===== src/rtl/sled_pkg.sv =====
// Shared types and constants for the status LED pattern sequencer.
// No dependencies; used by status_led_pattern_sequencer_top.
package sled_pkg;

	// Widths fixed by the interface
	localparam int MS_WIDTH      = 16;
	localparam int CMD_WIDTH     = 3;
	localparam int VALUE_WIDTH   = 2;
	localparam int CFG_IDX_WIDTH = 3;

	// Default countdown width
	localparam int TIME_WIDTH_DEFAULT = 16;

	// Command codes carried by each input item
	typedef enum logic [CMD_WIDTH-1:0] {
		CMD_TICK       = 3'd0,
		CMD_SET_ENABLE = 3'd1,
		CMD_SET_LINK   = 3'd2,
		CMD_SET_ANN    = 3'd3,
		CMD_SET_HB     = 3'd4,
		CMD_ACTIVITY   = 3'd5
	} cmd_t;

	// Connection states
	localparam logic [VALUE_WIDTH-1:0] LINK_DISCONNECTED = 2'd0;
	localparam logic [VALUE_WIDTH-1:0] LINK_CONNECTING   = 2'd1;
	localparam logic [VALUE_WIDTH-1:0] LINK_CONNECTED    = 2'd2;

	// Configuration register indexes
	typedef enum logic [CFG_IDX_WIDTH-1:0] {
		REG_HB_ON    = 3'd0,
		REG_HB_OFF   = 3'd1,
		REG_ANN_ON   = 3'd2,
		REG_ANN_OFF  = 3'd3,
		REG_CONN_ON  = 3'd4,
		REG_CONN_OFF = 3'd5,
		REG_ACT_BLNK = 3'd6
	} reg_idx_t;

	// Register reset values in milliseconds
	localparam logic [MS_WIDTH-1:0] HB_ON_RST    = 16'd30;
	localparam logic [MS_WIDTH-1:0] HB_OFF_RST   = 16'd2000;
	localparam logic [MS_WIDTH-1:0] ANN_ON_RST   = 16'd100;
	localparam logic [MS_WIDTH-1:0] ANN_OFF_RST  = 16'd100;
	localparam logic [MS_WIDTH-1:0] CONN_ON_RST  = 16'd30;
	localparam logic [MS_WIDTH-1:0] CONN_OFF_RST = 16'd400;
	localparam logic [MS_WIDTH-1:0] ACT_BLNK_RST = 16'd30;

endpackage


===== src/rtl/status_led_pattern_sequencer_top.sv =====
// Status LED pattern sequencer: input register, registered state update, LED/timer result.
// Depends on sled_pkg.
//
//  channel | signals                                   | direction | handshake
//  --------+-------------------------------------------+-----------+-------------------------
//  in      | in_valid, in_stall, cmd, value            | sink      | valid & !stall
//  out     | out_valid, out_stall, led_lit,            | source    | valid & !stall
//          | timer_active, remaining_ms                |           |
//  cfg     | cfg_valid, cfg_ready, cfg_index, cfg_data | sink      | valid & ready (always ready)
//
// An item is captured in the input register and then evaluated into the state and
// result registers; one item is taken per cycle while the output is not stalled.
// The state registers double as the result register and hold while out_valid and
// out_stall are both high; the input register still takes one more item during that stall.
// Reset clears all mode state and loads the register defaults; no clearing pass.
module status_led_pattern_sequencer_top #(
	parameter int TIME_WIDTH = sled_pkg::TIME_WIDTH_DEFAULT
) (
	input  logic                                 clk,
	input  logic                                 arst_n,
	// item input
	input  logic                                 in_valid,
	output logic                                 in_stall,
	input  logic [sled_pkg::CMD_WIDTH-1:0]       cmd,
	input  logic [sled_pkg::VALUE_WIDTH-1:0]     value,
	// result output
	output logic                                 out_valid,
	input  logic                                 out_stall,
	output logic                                 led_lit,
	output logic                                 timer_active,
	output logic [sled_pkg::MS_WIDTH-1:0]        remaining_ms,
	// configuration writes
	input  logic                                 cfg_valid,
	output logic                                 cfg_ready,
	input  logic [sled_pkg::CFG_IDX_WIDTH-1:0]   cfg_index,
	input  logic [sled_pkg::MS_WIDTH-1:0]        cfg_data
);

	localparam int MW = sled_pkg::MS_WIDTH;
	localparam int CW = (TIME_WIDTH > MW) ? TIME_WIDTH : MW;
	localparam logic [CW-1:0] TIME_MAX_W = CW'({TIME_WIDTH{1'b1}});

	// configuration registers
	logic [MW-1:0] hb_on_q, hb_off_q, ann_on_q, ann_off_q;
	logic [MW-1:0] conn_on_q, conn_off_q, act_blink_q;

	// input register
	logic                              valid_s1;
	sled_pkg::cmd_t                    cmd_s1;
	logic [sled_pkg::VALUE_WIDTH-1:0]  value_s1;

	// mode state
	logic                              enabled_q, announce_q, heartbeat_q, activity_q;
	logic [sled_pkg::VALUE_WIDTH-1:0]  link_q;
	logic                              phase_q, timer_q, led_q, carry_q;
	logic [TIME_WIDTH-1:0]             countdown_q;
	logic                              out_valid_q;

	// next-state values
	logic                              enabled_d, announce_d, heartbeat_d, activity_d;
	logic [sled_pkg::VALUE_WIDTH-1:0]  link_d;
	logic                              phase_d, timer_d, led_d, carry_d;
	logic [TIME_WIDTH-1:0]             countdown_d;

	logic advance;
	logic in_accept;

	assign advance   = valid_s1 && (!out_valid_q || !out_stall);
	assign in_stall  = valid_s1 && !advance;
	assign in_accept = in_valid && !in_stall;
	assign cfg_ready = 1'b1;

	// write configuration registers
	always_ff @(posedge clk or negedge arst_n) begin
		if (!arst_n) begin
			hb_on_q     <= sled_pkg::HB_ON_RST;
			hb_off_q    <= sled_pkg::HB_OFF_RST;
			ann_on_q    <= sled_pkg::ANN_ON_RST;
			ann_off_q   <= sled_pkg::ANN_OFF_RST;
			conn_on_q   <= sled_pkg::CONN_ON_RST;
			conn_off_q  <= sled_pkg::CONN_OFF_RST;
			act_blink_q <= sled_pkg::ACT_BLNK_RST;
		end else if (cfg_valid && cfg_ready) begin
			unique case (sled_pkg::reg_idx_t'(cfg_index))
				sled_pkg::REG_HB_ON:    hb_on_q     <= cfg_data;
				sled_pkg::REG_HB_OFF:   hb_off_q    <= cfg_data;
				sled_pkg::REG_ANN_ON:   ann_on_q    <= cfg_data;
				sled_pkg::REG_ANN_OFF:  ann_off_q   <= cfg_data;
				sled_pkg::REG_CONN_ON:  conn_on_q   <= cfg_data;
				sled_pkg::REG_CONN_OFF: conn_off_q  <= cfg_data;
				sled_pkg::REG_ACT_BLNK: act_blink_q <= cfg_data;
				default: ;
			endcase
		end
	end

	// capture input item
	always_ff @(posedge clk or negedge arst_n) begin
		if (!arst_n) begin
			valid_s1 <= 1'b0;
		end else if (in_accept) begin
			valid_s1 <= 1'b1;
		end else if (advance) begin
			valid_s1 <= 1'b0;
		end
	end

	always_ff @(posedge clk) begin
		if (in_accept) begin
			cmd_s1   <= sled_pkg::cmd_t'(cmd);
			value_s1 <= value;
		end
	end

	// apply command, then evaluate pattern if triggered
	always_comb begin
		logic                  flag;
		logic                  do_eval;
		logic                  disabled;
		logic [MW-1:0]         delay;
		logic [TIME_WIDTH-1:0] cd_dec;
		logic [CW-1:0]         delay_w;

		flag        = (value_s1 != '0);
		do_eval     = 1'b0;
		enabled_d   = enabled_q;
		announce_d  = announce_q;
		heartbeat_d = heartbeat_q;
		activity_d  = activity_q;
		link_d      = link_q;
		phase_d     = phase_q;
		timer_d     = timer_q;
		led_d       = led_q;
		carry_d     = carry_q;
		countdown_d = countdown_q;
		cd_dec      = (countdown_q == '0) ? '0 : countdown_q - TIME_WIDTH'(1);
		delay       = '0;
		delay_w     = '0;

		// command phase
		unique case (cmd_s1)
			sled_pkg::CMD_TICK: begin
				if (timer_q) begin
					countdown_d = cd_dec;
					if (cd_dec == '0) begin
						timer_d = 1'b0;
						do_eval = 1'b1;
					end
				end
			end
			sled_pkg::CMD_SET_ENABLE: begin
				enabled_d = flag;
				do_eval   = 1'b1;
			end
			sled_pkg::CMD_SET_LINK: begin
				if (value_s1 <= sled_pkg::LINK_CONNECTED) begin
					link_d  = value_s1;
					do_eval = enabled_q;
				end
			end
			sled_pkg::CMD_SET_ANN: begin
				announce_d = flag;
				do_eval    = enabled_q;
			end
			sled_pkg::CMD_SET_HB: begin
				heartbeat_d = flag;
				do_eval     = enabled_q;
			end
			sled_pkg::CMD_ACTIVITY: begin
				activity_d = 1'b1;
				do_eval    = enabled_q;
			end
			default: ;
		endcase

		// evaluation phase: pick mode in priority order
		disabled = !enabled_d;
		if (do_eval) begin
			if (announce_d) begin
				delay = phase_d ? ann_off_q : ann_on_q;
			end else if (link_d == sled_pkg::LINK_DISCONNECTED) begin
				if (heartbeat_d) begin
					delay = phase_d ? hb_off_q : hb_on_q;
				end else begin
					phase_d = 1'b1;
				end
			end else if (link_d == sled_pkg::LINK_CONNECTING) begin
				delay = phase_d ? conn_off_q : conn_on_q;
			end else begin
				if (activity_d) begin
					led_d      = 1'b0;
					activity_d = 1'b0;
					carry_d    = 1'b1;
					delay      = act_blink_q;
				end else begin
					phase_d = 1'b0;
				end
			end

			// drive LED and phase
			priority if (disabled) begin
				led_d   = 1'b0;
				phase_d = 1'b0;
			end else if (carry_d) begin
				carry_d = 1'b0;
			end else begin
				led_d   = !phase_d;
				phase_d = !phase_d;
			end

			// rearm timer, saturating to countdown range, or stop it on a zero delay or when disabled
			delay_w = CW'(delay);
			if (delay == '0 || disabled) begin
				timer_d     = 1'b0;
				countdown_d = '0;
			end else begin
				timer_d     = 1'b1;
				countdown_d = TIME_WIDTH'((delay_w > TIME_MAX_W) ? TIME_MAX_W : delay_w);
			end
		end
	end

	// update state; state doubles as the result register
	always_ff @(posedge clk or negedge arst_n) begin
		if (!arst_n) begin
			enabled_q   <= 1'b0;
			announce_q  <= 1'b0;
			heartbeat_q <= 1'b0;
			activity_q  <= 1'b0;
			link_q      <= sled_pkg::LINK_DISCONNECTED;
			phase_q     <= 1'b0;
			timer_q     <= 1'b0;
			led_q       <= 1'b0;
			carry_q     <= 1'b0;
			countdown_q <= '0;
			out_valid_q <= 1'b0;
		end else begin
			if (advance) begin
				enabled_q   <= enabled_d;
				announce_q  <= announce_d;
				heartbeat_q <= heartbeat_d;
				activity_q  <= activity_d;
				link_q      <= link_d;
				phase_q     <= phase_d;
				timer_q     <= timer_d;
				led_q       <= led_d;
				carry_q     <= carry_d;
				countdown_q <= countdown_d;
				out_valid_q <= 1'b1;
			end else if (!out_stall) begin
				out_valid_q <= 1'b0;
			end
		end
	end

	assign out_valid    = out_valid_q;
	assign led_lit      = led_q;
	assign timer_active = timer_q;
	assign remaining_ms = timer_q ? MW'(countdown_q) : '0;

	// a running timer always has time left
	assert property (@(posedge clk) disable iff (!arst_n) timer_q |-> (countdown_q != '0))
		else $error("timer running with zero countdown");

	// disabled means dark LED and idle timer
	assert property (@(posedge clk) disable iff (!arst_n) !enabled_q |-> (!led_q && !timer_q))
		else $error("LED or timer active while disabled");

	// an evaluated item always shows up as a result
	assert property (@(posedge clk) disable iff (!arst_n) advance |=> out_valid_q)
		else $error("evaluated item produced no result");

endmodule

===== config.mk =====
export PLATFORM = sky130hd
export DESIGN_NAME = status_led_pattern_sequencer_top
export DESIGN_NICKNAME = d
export VERILOG_FILES = /design/src/rtl/sled_pkg.sv /design/src/rtl/status_led_pattern_sequencer_top.sv
export SDC_FILE = /design/constraint.sdc
export NUM_CORES = 1
export LEC_CHECK = 0
export BUFFER_PORTS_ARGS = -buffer_cell sky130_fd_sc_hd__buf_2
export CAP_MARGIN = 20
export CORE_MARGIN = 3
export CORE_UTILIZATION = 60
export DETAILED_ROUTE_END_ITERATION = 8
export GPL_TIMING_DRIVEN = 0
export PLACE_DENSITY = 0.79
export SETUP_SLACK_MARGIN = 0.4
export SLEW_MARGIN = 40
export SYNTH_ARGS = -nofsm -noshare
export SYNTH_HDL_FRONTEND = slang
export SYNTH_SLANG_ARGS = --single-unit

===== constraint.sdc =====
create_clock -name clk -period 4 [get_ports clk]
set_input_delay 0.4 -clock clk [delete_from_list [all_inputs] [get_ports clk]]
set_output_delay 0.4 -clock clk [all_outputs]
set_load 0.01 [all_outputs]

# == Word-level counts from Yosys, hierarchy flattened ==
# Cells that the tools add are included.
# totals
ff_bits,145
latch_bits,0
ramBits,0
rom_bits,0
input_bits,29
output_inout_bits,21
wordCells,133
memories,0
# classes
add_sub_neg,1
n_mul,0
div,0
magnitude_cmp,2
eq_ne,17
n_shift,0
n_mux,59
bitwise,0
reduce_logical,33
# ops
cell,count
16-bit two-way mux,16
16-bit zero test,3
1-bit two-way mux,40
2-bit AND reduction,9
"16-bit greater-than comparator, second input constant",1
"16-bit by 1-bit subtractor with 16-bit output, second input constant",1
"3-bit equality test, second input constant",5
"3-bit by 2-bit equality test with 1-bit output, second input constant",4
"3-bit inequality test, second input constant",4
2-bit nonzero test,4
"3-bit by 1-bit equality test with 1-bit output, second input constant",2
1-bit zero test,6
3-bit zero test,2
6-bit AND reduction,1
2-bit two-way mux,2
1-bit case mux with 4 select lines,1
1-bit logical AND,3
3-bit AND reduction,1
3-bit OR reduction,1
"2-bit by 1-bit equality test with 1-bit output, second input constant",1
"2-bit less-or-equal comparator, second input constant",1
2-bit zero test,1
1-bit logical OR,2
"2-bit by 1-bit inequality test with 1-bit output, second input constant",1

# == Logic depth before layout (Yosys ltp) ==
# Gate-level depths: netlist (run 1).
# logic_depth
depth_word,12
mapped_depth,11
mapped_depth_nobuf,9

# == Least setup slack after synthesis (run 1) ==
# No wires, ideal clock.
# synth_timing
path_type,register to register
startpoint,register countdown_q[0]
endpoint,register led_q (netlist: led_lit)
setup_ps,129
t_arrival_ps,2828
t_required_ps,3871
setup_slack_ps,1043
path_stages_with_launch,12
path_buffers,2
period_less_slack_ps,2957
cell_sequence,dfrtp_1 > inv_1 > ha_1 > or3b_4 > or3_4 > a221o_1 > nor4_4 > a21oi_2 > buf_6 > buf_2 > o31ai_1 > o21ai_1
# synth_between
elab_chain_len,7
word_cells_on_any_way,8
cone_classes,1 x add/sub; 4 x mux; 3 x reduce/logical
# synth_rtl
item,line,rtl
from (decl),status_led_pattern_sequencer_top.sv:56,logic [TIME_WIDTH-1:0] countdown_q;
from (signal assigned),status_led_pattern_sequencer_top.sv:248,countdown_q <= countdown_d;
16-bit by 1-bit subtractor with 16-bit output or 16-bit zero test (tied branches),status_led_pattern_sequencer_top.sv:136,cd_dec = (countdown_q == '0) ? '0 : countdown_q - TIME_WIDTH'(1);
16-bit two-way mux (*),status_led_pattern_sequencer_top.sv:136,
16-bit zero test (*),status_led_pattern_sequencer_top.sv:145,if (cd_dec == '0) begin
1-bit two-way mux (*),status_led_pattern_sequencer_top.sv:145,
1-bit two-way mux (*),status_led_pattern_sequencer_top.sv:143,if (timer_q) begin
1-bit case mux with 4 select lines (*),status_led_pattern_sequencer_top.sv:141,unique case (cmd_s1)
6-bit AND reduction (no line) (*),--,
to (signal assigned),status_led_pattern_sequencer_top.sv:246,led_q <= led_d;
to (decl),status_led_pattern_sequencer_top.sv:55,"logic phase_q, timer_q, led_q, carry_q;"
# Mark *: on every way between the ends. The rest lies on a longest branch, timed or not.
# A chain may end at the register's enable or synchronous reset.

# == Worst setup path in the final report (run 1) ==
# layout_timing
startpoint,register phase_q
endpoint,register timer_q (netlist: timer_active)
# layout_between
elab_chain_len,9
word_cells_on_any_way,12
cone_classes,10 x mux; 2 x reduce/logical
# layout_rtl
item,line,rtl
from (decl),status_led_pattern_sequencer_top.sv:55,
from (signal assigned),status_led_pattern_sequencer_top.sv:244,phase_q <= phase_d;
16-bit two-way mux (on tied branches),"status_led_pattern_sequencer_top.sv:188, status_led_pattern_sequencer_top.sv:183",
16-bit two-way mux (on tied branches),"status_led_pattern_sequencer_top.sv:187, status_led_pattern_sequencer_top.sv:182",
16-bit two-way mux,status_led_pattern_sequencer_top.sv:181,end else if (link_d == sled_pkg::LINK_DISCONNECTED) begin
16-bit two-way mux (*),status_led_pattern_sequencer_top.sv:179,if (announce_d) begin
16-bit two-way mux (*),status_led_pattern_sequencer_top.sv:178,if (do_eval) begin
16-bit zero test (*),status_led_pattern_sequencer_top.sv:213,if (delay == '0 || disabled) begin
1-bit logical OR (*),status_led_pattern_sequencer_top.sv:213,
1-bit two-way mux (*),status_led_pattern_sequencer_top.sv:213,
1-bit two-way mux (*),status_led_pattern_sequencer_top.sv:178,
to (signal assigned),status_led_pattern_sequencer_top.sv:245,timer_q <= timer_d;
to (decl),status_led_pattern_sequencer_top.sv:55,
# Mark *: on every way between the ends. The rest lies on a longest branch, timed or not. The select of a mux whose other input is x is not followed.

==> results of run 1 <==
-- kinds of logic after synthesis --
logic type | synth area share
compound gates | 0.106
xor+xnor | 0.00234
mux | 0.242
fa+ha+maj | 0.00334
simple gates | 0.123
buf+inv | 0.0297
other cells | 0.000501
flops | 0.492
-- cell usage in the layout, fill, tap and decap left out, types with 17 or more instances in the layout --
| master | instances |
|---|---|
| mux2i_1 | 24 |
| mux2_2 | 138 |
| nand2_1 | 23 |
| o21ai_0 | 20 |
| nor4_1 | 23 |
| and2_1 | 18 |
| dfstp_2 | 27 |
| clkbuf_1 | 33 |
| buf_2 | 50 |
| dfrtp_1 | 113 |
| clkbuf_16 | 17 |
-- worst max path at each step --
stage                               start                           to  slack [ns]  cells past startpoint
6_report              phase_q$_DFFE_PN0P_     timer_active$_DFFE_PN0P_        0.50                     10
3_5_place_dp          phase_q$_DFFE_PN0P_     timer_active$_DFFE_PN0P_        0.38                     10
3_3_place_gp   countdown_q[0]$_DFFE_PN0P_  countdown_q[11]$_DFFE_PN0P_        0.38                      9
5_1_grt               cmd_s1[2]$_DFFE_PP_     timer_active$_DFFE_PN0P_        0.41                      9
2_1_floorplan  countdown_q[0]$_DFFE_PN0P_          led_lit$_DFFE_PN0P_        1.04                     11
4_1_cts        countdown_q[0]$_DFFE_PN0P_   countdown_q[1]$_DFFE_PN0P_        0.55                     10
-- synth_stat cells, types with 5 or more instances --
| cell type | instances | area (sq um) |
|---|---|---|
| mux2_2 | 138 | 1550 |
| dfrtp_1 | 113 | 2830 |
| clkbuf_1 | 32 | 120 |
| dfstp_2 | 27 | 709 |
| mux2i_1 | 26 | 260 |
| nand2_1 | 23 | 86.3 |
| nor4_1 | 23 | 144 |
| o21ai_0 | 22 | 110 |
| and2_1 | 18 | 113 |
| a21oi_1 | 16 | 80.1 |
| nor2_1 | 13 | 48.8 |
| a221o_1 | 12 | 120 |
| o22ai_1 | 11 | 68.8 |
| inv_1 | 9 | 33.8 |
| nand4_1 | 9 | 56.3 |
| nor3_1 | 9 | 45.0 |
| or3_1 | 9 | 56.3 |
| nand3_1 | 8 | 40.0 |
| nand2b_1 | 6 | 37.5 |
| nor3b_1 | 6 | 45.0 |
| a22oi_1 | 5 | 37.5 |
| a31oi_1 | 5 | 31.3 |
| edfxtp_1 | 5 | 150 |
| o311ai_0 | 5 | 43.8 |
-- power by group through the flow --
stage | logic, mW | registers (mW) | clock network [mW]
after floorplan | 1.14 | 2.02 | 0
after global placement | 1.53 | 2.07 | 0
after detailed placement | 1.59 | 2.09 | 0
after CTS | 1.61 | 2.07 | 1.61
after global routing | 1.76 | 2.12 | 1.68
final | 1.64 | 2.08 | 1.60
-- state kept, by name, indices dropped and copies added, names as in the netlist --
signal	flops
activity_q	1
announce_q	1
enabled_q	1
out_valid	1
countdown_q	16
conn_on_q	16
conn_off_q	16
act_blink_q	16
cmd_s1	3
led_lit	1
phase_q	1
timer_active	1
heartbeat_q	1
carry_q	1
hb_off_q	16
ann_off_q	16
value_s1	2
ann_on_q	16
valid_s1	1
hb_on_q	16
link_q	2
-- area by class of cell --
cell class                      count  area share
Clock inverter                     10      0.0143
Clock buffer                       21      0.0544
Buffer                             43      0.0220
Inverter                            9     0.00391
Timing Repair Buffer               50      0.0362
Multi-Input combinational cell    436       0.418
Tap cell                          168      0.0243
Sequential cell                   145       0.427
-- per-stage QoR --
| stage | power [mW] | setup slack (ns) |
|---|---|---|
| final | 5.32 | 0.503 |
| after global routing | 5.56 | 0.410 |
| after floorplan | 3.16 | 1.04 |
| after detailed placement | 3.68 | 0.381 |
| after global placement | 3.59 | 0.375 |
| after CTS | 5.29 | 0.551 |
-- critical path, stage by stage, from the launching register on --
cell,delay (ns)
dfrtp_1,0.33
clkbuf_1,0.49
buf_2,0.41
buf_2,0.37
buf_1,0.53
mux2i_1,0.29
nor4_1,0.07
o22ai_1,0.31
nand4_1,0.15
nor4_1,0.29
a21oi_1,0.10
-- timing repair --
action / 4_1_cts / 5_1_grt
buffers inserted: 0 / 1
gates resized for setup: 2 / 2
pin swaps: 0 / 1
hold endpoints to repair: 23 / 0
setup endpoints to repair: 2 / 6
hold buffers: 1 / 0
-- metal layers --
layer / routed length, um / up-vias / part of all wire / track usage
met5: 0 / - / 0 / 0
met4: 357 / 0 / 0.018 / 0.102
met3: 1270 / 41 / 0.065 / 0.0605
met2: 9600 / 227 / 0.49 / 0.479
met1: 8230 / 2892 / 0.42 / 0.372
li1: - / 2541 / - / -
==> results.json, run 1 <==
{
  "p_seq_frac": 0.392,
  "crit_path_start_kind": "flop",
  "fin_area_sq_um": 8640,
  "cts_tree": "built",
  "cp_max_fo": 10,
  "num_vias": 5701,
  "status": "complete, no violations",
  "grt_max_degree": 57,
  "cts_made_buffers": 17,
  "dpl_cell_area_sq_um": 8020,
  "syn_area_per_cell_sq_um": 11.8,
  "fin_crit_sh": 0.874,
  "async_reset_ff_frac": 0.966,
  "synth_cells": 633,
  "placed_cells": 849,
  "route.detailed.drc": 0,
  "nets": 733,
  "dp_hpwl_um": 13700,
  "fillCellCount": 895,
  "synth_seq_area_share": 0.492,
  "power_density_nw_per_um2": 615,
  "drive_gt1_frac": 0.384,
  "track_usage": 0.287,
  "hold_end": "cmd_s1[1]$_DFFE_PP_",
  "skew_ns": 0.00726,
  "fin_crit_ns": 3.50,
  "synthesis.nets": 664,
  "area_growth_pct": 15.4,
  "synth-edff-count": 5,
  "htree_num_levels": 4,
  "yosys_register_bits": 145,
  "hold_viol": 0,
  "maxSlewViolCount": 0,
  "postRouteAntennaNets": 0,
  "clk_latency_ns": 0.43,
  "rr_endpoint": "timer_active$_DFFE_PN0P_",
  "numClockSinks": 145,
  "syn_area_sq_um": 7490,
  "min-delay-path-class": "in2reg",
  "ir_worst_vdd_mv": 0.424,
  "grt-ovfl-total": 0,
  "io_pins": 50,
  "register_area_sq_um": 3690,
  "p_sw_mw": 1.77,
  "rrSetupSlack_ns": 0.50,
  "dieArea_sq_um": 13900,
  "core_region_area_sq_um": 12100,
  "numPortBuffers": 46,
  "p_int_mw": 3.55,
  "first_global_vias": 5818,
  "end_kind": "flop",
  "drtIter0Drc": 503,
  "initial_core_util": 0.618,
  "diodes": 0,
  "clkPwrFrac": 0.301,
  "wl_per_cell_um": 22.1,
  "setup_viol": 0,
  "grt_pass1_wl_um": 31000,
  "crit_type": "reg2reg",
  "reg2reg_from": "phase_q$_DFFE_PN0P_",
  "die_x_um": 118,
  "clockRootBuffer": "clkbuf_16",
  "worstMarginPinSlew_ns": 0.872,
  "cp.arrival_ns": 3.80,
  "drv_cap": 0,
  "setup_tns_ns": 0,
  "rsz0062_at_grt": "false",
  "synth_cell_types": 64,
  "final_util": 0.714,
  "fin_cells": 882,
  "fp-row-count": 40,
  "leakage_nw": 3.49,
  "grt_antenna_before_repair": 0,
  "drt-total-wl_um": 19400,
  "yosys_warnings": 0,
  "drtPass1Iterations": 5,
  "worstPathRequired_ns": 4.30,
  "hp-start": "cmd[1]",
  "synth_flop_cell": "dfrtp_1",
  "hold_depth": 1,
  "pwr-share-comb": 0.308,
  "sw_frac_of_total": 0.333,
  "hold_ws_ns": 0.143,
  "cts_max_path_buffers": 2,
  "r2r_cells": 10,
  "max_freq_ghz": 0.286,
  "gp_congestion": 0.898,
  "clk_pin_slew_ns": 0.06,
  "multi_input_area_sq_um": 3610,
  "maxSlewHeadroom": 0.419,
  "via_per_inst": 6.46,
  "die_y_um": 118
}
Power figures use the tool's default switching activity.
==> inputs of run 2 (changes only) <==
Settings changed: BUFFER_PORTS_ARGS -buffer_cell sky130_fd_sc_hd__buf_2 to unset, DONT_BUFFER_PORTS set to 1, MAX_ROUTING_LAYER set to met4, PLACE_DENSITY 0.79 to 0.76.
==> run 2 against run 1 <==
Effect of this change: the run now ends with hold timing left; global-route usage up 0.27 points; setup slack improved by 0.073 ns; die area unchanged; clock-buffer cell count is 4 lower; non-clock buffer count fell by 50; first-iteration DRC count increased by 10%; cell count decreased by 5.6%; largest cell class unchanged; largest power group unchanged.
==> results.json, run 2 (same netlist as run 1, synthesis figures left out) <==
{
  "status": "finished, violations left",
  "violations": "hold timing",
  "clk_pin_slew_ns": 0.07,
  "clkPwrFrac": 0.308,
  "layout_commonest_cell": "mux2_2",
  "reg2reg_from": "cmd_s1[2]$_DFFE_PP_",
  "cts_made_buffers": 17,
  "end_kind": "flop",
  "p_seq_frac": 0.399,
  "maxSlewViolCount": 0,
  "fin_crit_sh": 0.856,
  "sw_frac_of_total": 0.334,
  "cp_max_fo": 10,
  "hold_viol": 140,
  "path_delay_family": "simple AND/OR/NAND/NOR gates",
  "crit_path_start_kind": "flop",
  "clockRootBuffer": "clkbuf_16",
  "path_buf_inv": 2,
  "setup_viol": 0,
  "fin_crit_ns": 3.42,
  "p_sw_mw": 1.74,
  "drtPass1Iterations": 5,
  "io_pins": 50,
  "drv_cap": 0,
  "drt-total-wl_um": 18800,
  "route.detailed.drc": 0,
  "first_global_vias": 5746,
  "setup_tns_ns": 0,
  "wl_per_cell_um": 22.5,
  "die_x_um": 118,
  "drive_gt1_frac": 0.338,
  "numClockSinks": 145,
  "rr_endpoint": "timer_active$_DFFE_PN0P_",
  "fin_area_sq_um": 8320,
  "postRouteAntennaNets": 0,
  "initial_core_util": 0.618,
  "r2r_cells": 9,
  "numPortBuffers": 0,
  "worstMarginPinSlew_ns": 0.795,
  "track_usage": 0.289,
  "cp_cell_sequence": "clkbuf_1 -> nor3b_1 -> mux2i_2 -> clkbuf_1 -> nor4_1 -> o22ai_1 -> nand4_1 -> nor4_1 -> a21oi_1",
  "cp_slowest_cell": "mux2i_2",
  "register_area_sq_um": 3690,
  "clk_latency_ns": 0.44,
  "drtIter0Drc": 555,
  "area_growth_pct": 11.2,
  "maxSlewHeadroom": 0.455,
  "critPathLaunch": "cmd_s1[2]$_DFFE_PP_",
  "cts_setup_buffers": 0,
  "p_int_mw": 3.47,
  "crit_type": "reg2reg",
  "place_ws_ns": 0.473,
  "cts_tree": "built",
  "dpl_cell_area_sq_um": 7720,
  "final_cell_mix": "138 x mux2_2, 113 x dfrtp_1, 32 x clkbuf_1",
  "cts_max_path_buffers": 2,
  "multi_input_area_sq_um": 3600,
  "grt-ovfl-total": 0,
  "fin_cells": 833,
  "die_y_um": 118,
  "final_util": 0.687,
  "worstPathRequired_ns": 4.31,
  "htree_num_levels": 4,
  "rrSetupSlack_ns": 0.58,
  "grt_pass1_wl_um": 30500,
  "dieArea_sq_um": 13900,
  "min-delay-path-class": "in2async",
  "nets": 683,
  "gp_congestion": 0.944,
  "ir_worst_vdd_mv": 0.494,
  "pwr-share-comb": 0.294,
  "power_density_nw_per_um2": 626,
  "power_mw": 5.21,
  "placed_cells": 801,
  "dp_hpwl_um": 12800,
  "cp.arrival_ns": 3.73,
  "core_region_area_sq_um": 12100,
  "num_vias": 5460,
  "diodes": 0,
  "worst_slack_ns": 0.575,
  "hold_ws_ns": -0.349,
  "leakage_nw": 3.25,
  "grt_antenna_before_repair": 0,
  "max_freq_ghz": 0.292,
  "max_stage_delay_ns": 0.61,
  "fillCellCount": 928,
  "skew_ns": 0.00894,
  "grt_max_degree": 141,
  "rsz0062_at_grt": "false",
  "via_per_inst": 6.55,
  "fp-row-count": 40
}
run 2: changes by cell type in the layout (fill, tap and decap cells not counted), moves of 2 or more:
cell	change
clkbuf_8	-3
buf_16	-2
buf_2	-45
inv_8	+2
clkinvlp_4	+3
run 2: worst max path at each step:
stage                                        to  depth (start not counted)
CTS                 countdown_q[11]$_DFFE_PN0P_                          9
global route        countdown_q[11]$_DFFE_PN0P_                         11
finish                 timer_active$_DFFE_PN0P_                          9
global placement       timer_active$_DFFE_PN0P_                         10
floorplan                   led_lit$_DFFE_PN0P_                         11
detailed placement     timer_active$_DFFE_PN0P_                         10
run 2: final cells by class:
| cell class | instances | share of cell area |
|---|---|---|
| well taps | 168 | 0.0253 |
| flip-flops and latches | 145 | 0.443 |
| plain buffers | 43 | 0.0230 |
| clock inverters | 15 | 0.0210 |
| clock buffers | 17 | 0.0511 |
| multi-input cells | 436 | 0.433 |
| inverters | 9 | 0.00406 |
run 2: power groups by stage:
stage          logic (mW)  registers, mW  clock network (mW)
2_1_floorplan        1.14           2.02                   0
3_3_place_gp         1.46           2.06                   0
3_5_place_dp         1.50           2.09                   0
4_1_cts              1.51           2.07                1.61
5_1_grt              1.66           2.12                1.68
6_report             1.53           2.08                1.60
run 2: timing repair:
| item | 4_1_cts | 5_1_grt |
|---|---|---|
| resized for setup | 0 | 2 |
| hold endpoints to repair | 140 | 140 |
| endpoints found under the setup margin | 0 | 8 |
run 2: metal layers:
layer | up-vias | global-route usage | routed length (um)
met2 | 216 | 0.462 | 9150
met1 | 2767 | 0.366 | 7950
met5 | - | - | 0
met4 | 0 | 0.0960 | 410
met3 | 38 | 0.0706 | 1260
li1 | 2439 | - | -
==> inputs of run 3 (changes only) <==
Settings changed: MAX_ROUTING_LAYER met4 to unset.
==> run 3 against run 2 <==
Effect of this change: the flow still finishes with violations (hold timing); combinational power about the same; flip-flop and latch count is the same; setup slack better by 0.016 ns; critical path depth is the same; largest cell class unchanged; highest routed layer unchanged.
==> results.json, run 3 (same netlist as run 1, synthesis figures left out) <==
{
  "dieArea_sq_um": 13900,
  "nets": 683,
  "die_x_um": 118,
  "crit_path_start_kind": "flop",
  "cp_slowest_cell": "nor4b_1",
  "max_stage_delay_ns": 0.69,
  "gp_congestion": 0.940,
  "fin_cells": 833,
  "dp_hpwl_um": 12700,
  "initial_core_util": 0.618,
  "layout_commonest_cell": "mux2_2",
  "placed_cells": 801,
  "clkPwrFrac": 0.308,
  "grt_max_degree": 141,
  "status": "finished, violations left",
  "p_seq_frac": 0.397,
  "area_growth_pct": 11.2,
  "fillCellCount": 911,
  "wl_per_cell_um": 22.5,
  "crit_type": "reg2reg",
  "cts_made_buffers": 17,
  "via_per_inst": 6.58,
  "power_density_nw_per_um2": 628,
  "cts_tree": "built",
  "drtIter0Drc": 520,
  "final_cell_mix": "138 x mux2_2, 113 x dfrtp_1, 35 x clkbuf_1",
  "skew_ns": 0.00777,
  "cts_setup_buffers": 0,
  "cp.arrival_ns": 3.71,
  "max_freq_ghz": 0.293,
  "drtPass1Iterations": 5,
  "p_sw_mw": 1.71,
  "worstPathRequired_ns": 4.30,
  "leakage_nw": 3.25,
  "setup_viol": 0,
  "first_global_vias": 5523,
  "die_y_um": 118,
  "setup_tns_ns": 0,
  "hold_viol": 140,
  "grt_antenna_before_repair": 0,
  "postRouteAntennaNets": 0,
  "min-delay-path-class": "in2async",
  "clk_pin_slew_ns": 0.06,
  "rrSetupSlack_ns": 0.59,
  "hold_ws_ns": -0.332,
  "cp_max_fo": 10,
  "violations": "hold timing",
  "maxSlewViolCount": 0,
  "drive_gt1_frac": 0.335,
  "fin_crit_ns": 3.41,
  "clockRootBuffer": "clkbuf_16",
  "rsz0062_at_grt": "false",
  "cp_cell_sequence": "clkbuf_1 -> nor4b_1 -> a21oi_1 -> clkbuf_1 -> a221o_1 -> o22ai_1 -> nand4_1 -> nor4_1 -> a21oi_1",
  "end_kind": "flop",
  "ir_worst_vdd_mv": 0.428,
  "sw_frac_of_total": 0.327,
  "route.detailed.drc": 0,
  "drt-total-wl_um": 18800,
  "core_region_area_sq_um": 12100,
  "clk_latency_ns": 0.43,
  "worstMarginPinSlew_ns": 0.808,
  "grt-ovfl-total": 0,
  "numPortBuffers": 0,
  "cts_max_path_buffers": 2,
  "fin_crit_sh": 0.852,
  "numClockSinks": 145,
  "track_usage": 0.279,
  "maxSlewHeadroom": 0.462,
  "p_int_mw": 3.52,
  "htree_num_levels": 4,
  "num_vias": 5482,
  "diodes": 0,
  "io_pins": 50,
  "drv_cap": 0,
  "fp-row-count": 40,
  "pwr-share-comb": 0.296,
  "grt_pass1_wl_um": 30200
}
==> run 3: metal layers <==
metal,track usage,share of wire,vias to the layer above
li1,-,-,2439
met1,0.364,0.42,2782
met2,0.453,0.49,215
met3,0.0687,0.066,46
met4,0.109,0.025,0
met5,0,0,-
==> run 3: power groups by stage <==
| stage | combinational, mW | clock, mW | sequential, mW |
|---|---|---|---|
| after floorplan | 1.14 | 0 | 2.02 |
| after global placement | 1.46 | 0 | 2.06 |
| after detailed placement | 1.51 | 0 | 2.09 |
| after CTS | 1.52 | 1.62 | 2.07 |
| after global routing | 1.66 | 1.69 | 2.12 |
| final | 1.54 | 1.61 | 2.07 |
==> run 3: path summary, 6_finish.rpt <==
kind / start / endpoint / cells past startpoint
worst max-delay path: cmd_s1[0]$_DFFE_PP_ / timer_active$_DFFE_PN0P_ / 9
worst min-delay path: arst_n / conn_off_q[3]$_DFFE_PN0P_ / 0
worst min register to register: act_blink_q[13]$_DFFE_PN0P_ / act_blink_q[13]$_DFFE_PN0P_ / 1
max in group asynchronous: arst_n / conn_off_q[8]$_DFFE_PN1P_ / 0
min in group clk: value[0] / value_s1[0]$_DFFE_PP_ / 0
worst max register to register: cmd_s1[0]$_DFFE_PP_ / timer_active$_DFFE_PN0P_ / 9
==> run 3: area by class of cell <==
cell class	count	area, sq um	share of cell area
flip-flops and latches	145	3690	0.443
well taps	168	210	0.0253
clock buffers	22	475	0.0571
plain buffers	43	191	0.0230
inverters	9	33.8	0.00406
clock inverters	10	121	0.0146
multi-input cells	436	3600	0.433
==> run 3: per-stage QoR <==
stage	area, sq um	utilization	power [mW]	worst slack (ns)
2_1_floorplan	7490	-	3.16	1.04
3_3_place_gp	7700	0.636	3.52	0.401
3_5_place_dp	7720	0.638	3.60	0.402
4_1_cts	8320	0.687	5.21	0.465
5_1_grt	8320	0.687	5.47	0.432
6_report	8320	0.687	5.23	0.591
==> run 3: repair_timing <==
item                                    in CTS  in global routing
pin swaps                                    0                  1
endpoints found under the setup margin       1                  6
resized for setup                            1                  1
hold endpoints to repair                   140                140
==> run 3: worst max-delay path: cells and delay by family (launching register included) <==
family | cells | cell delay (ns)
AOI/OAI and AO/OA | 4 | 1.11
buffers and inverters | 2 | 0.61
DFF | 1 | 0.40
and+or+nand+nor | 3 | 1.17
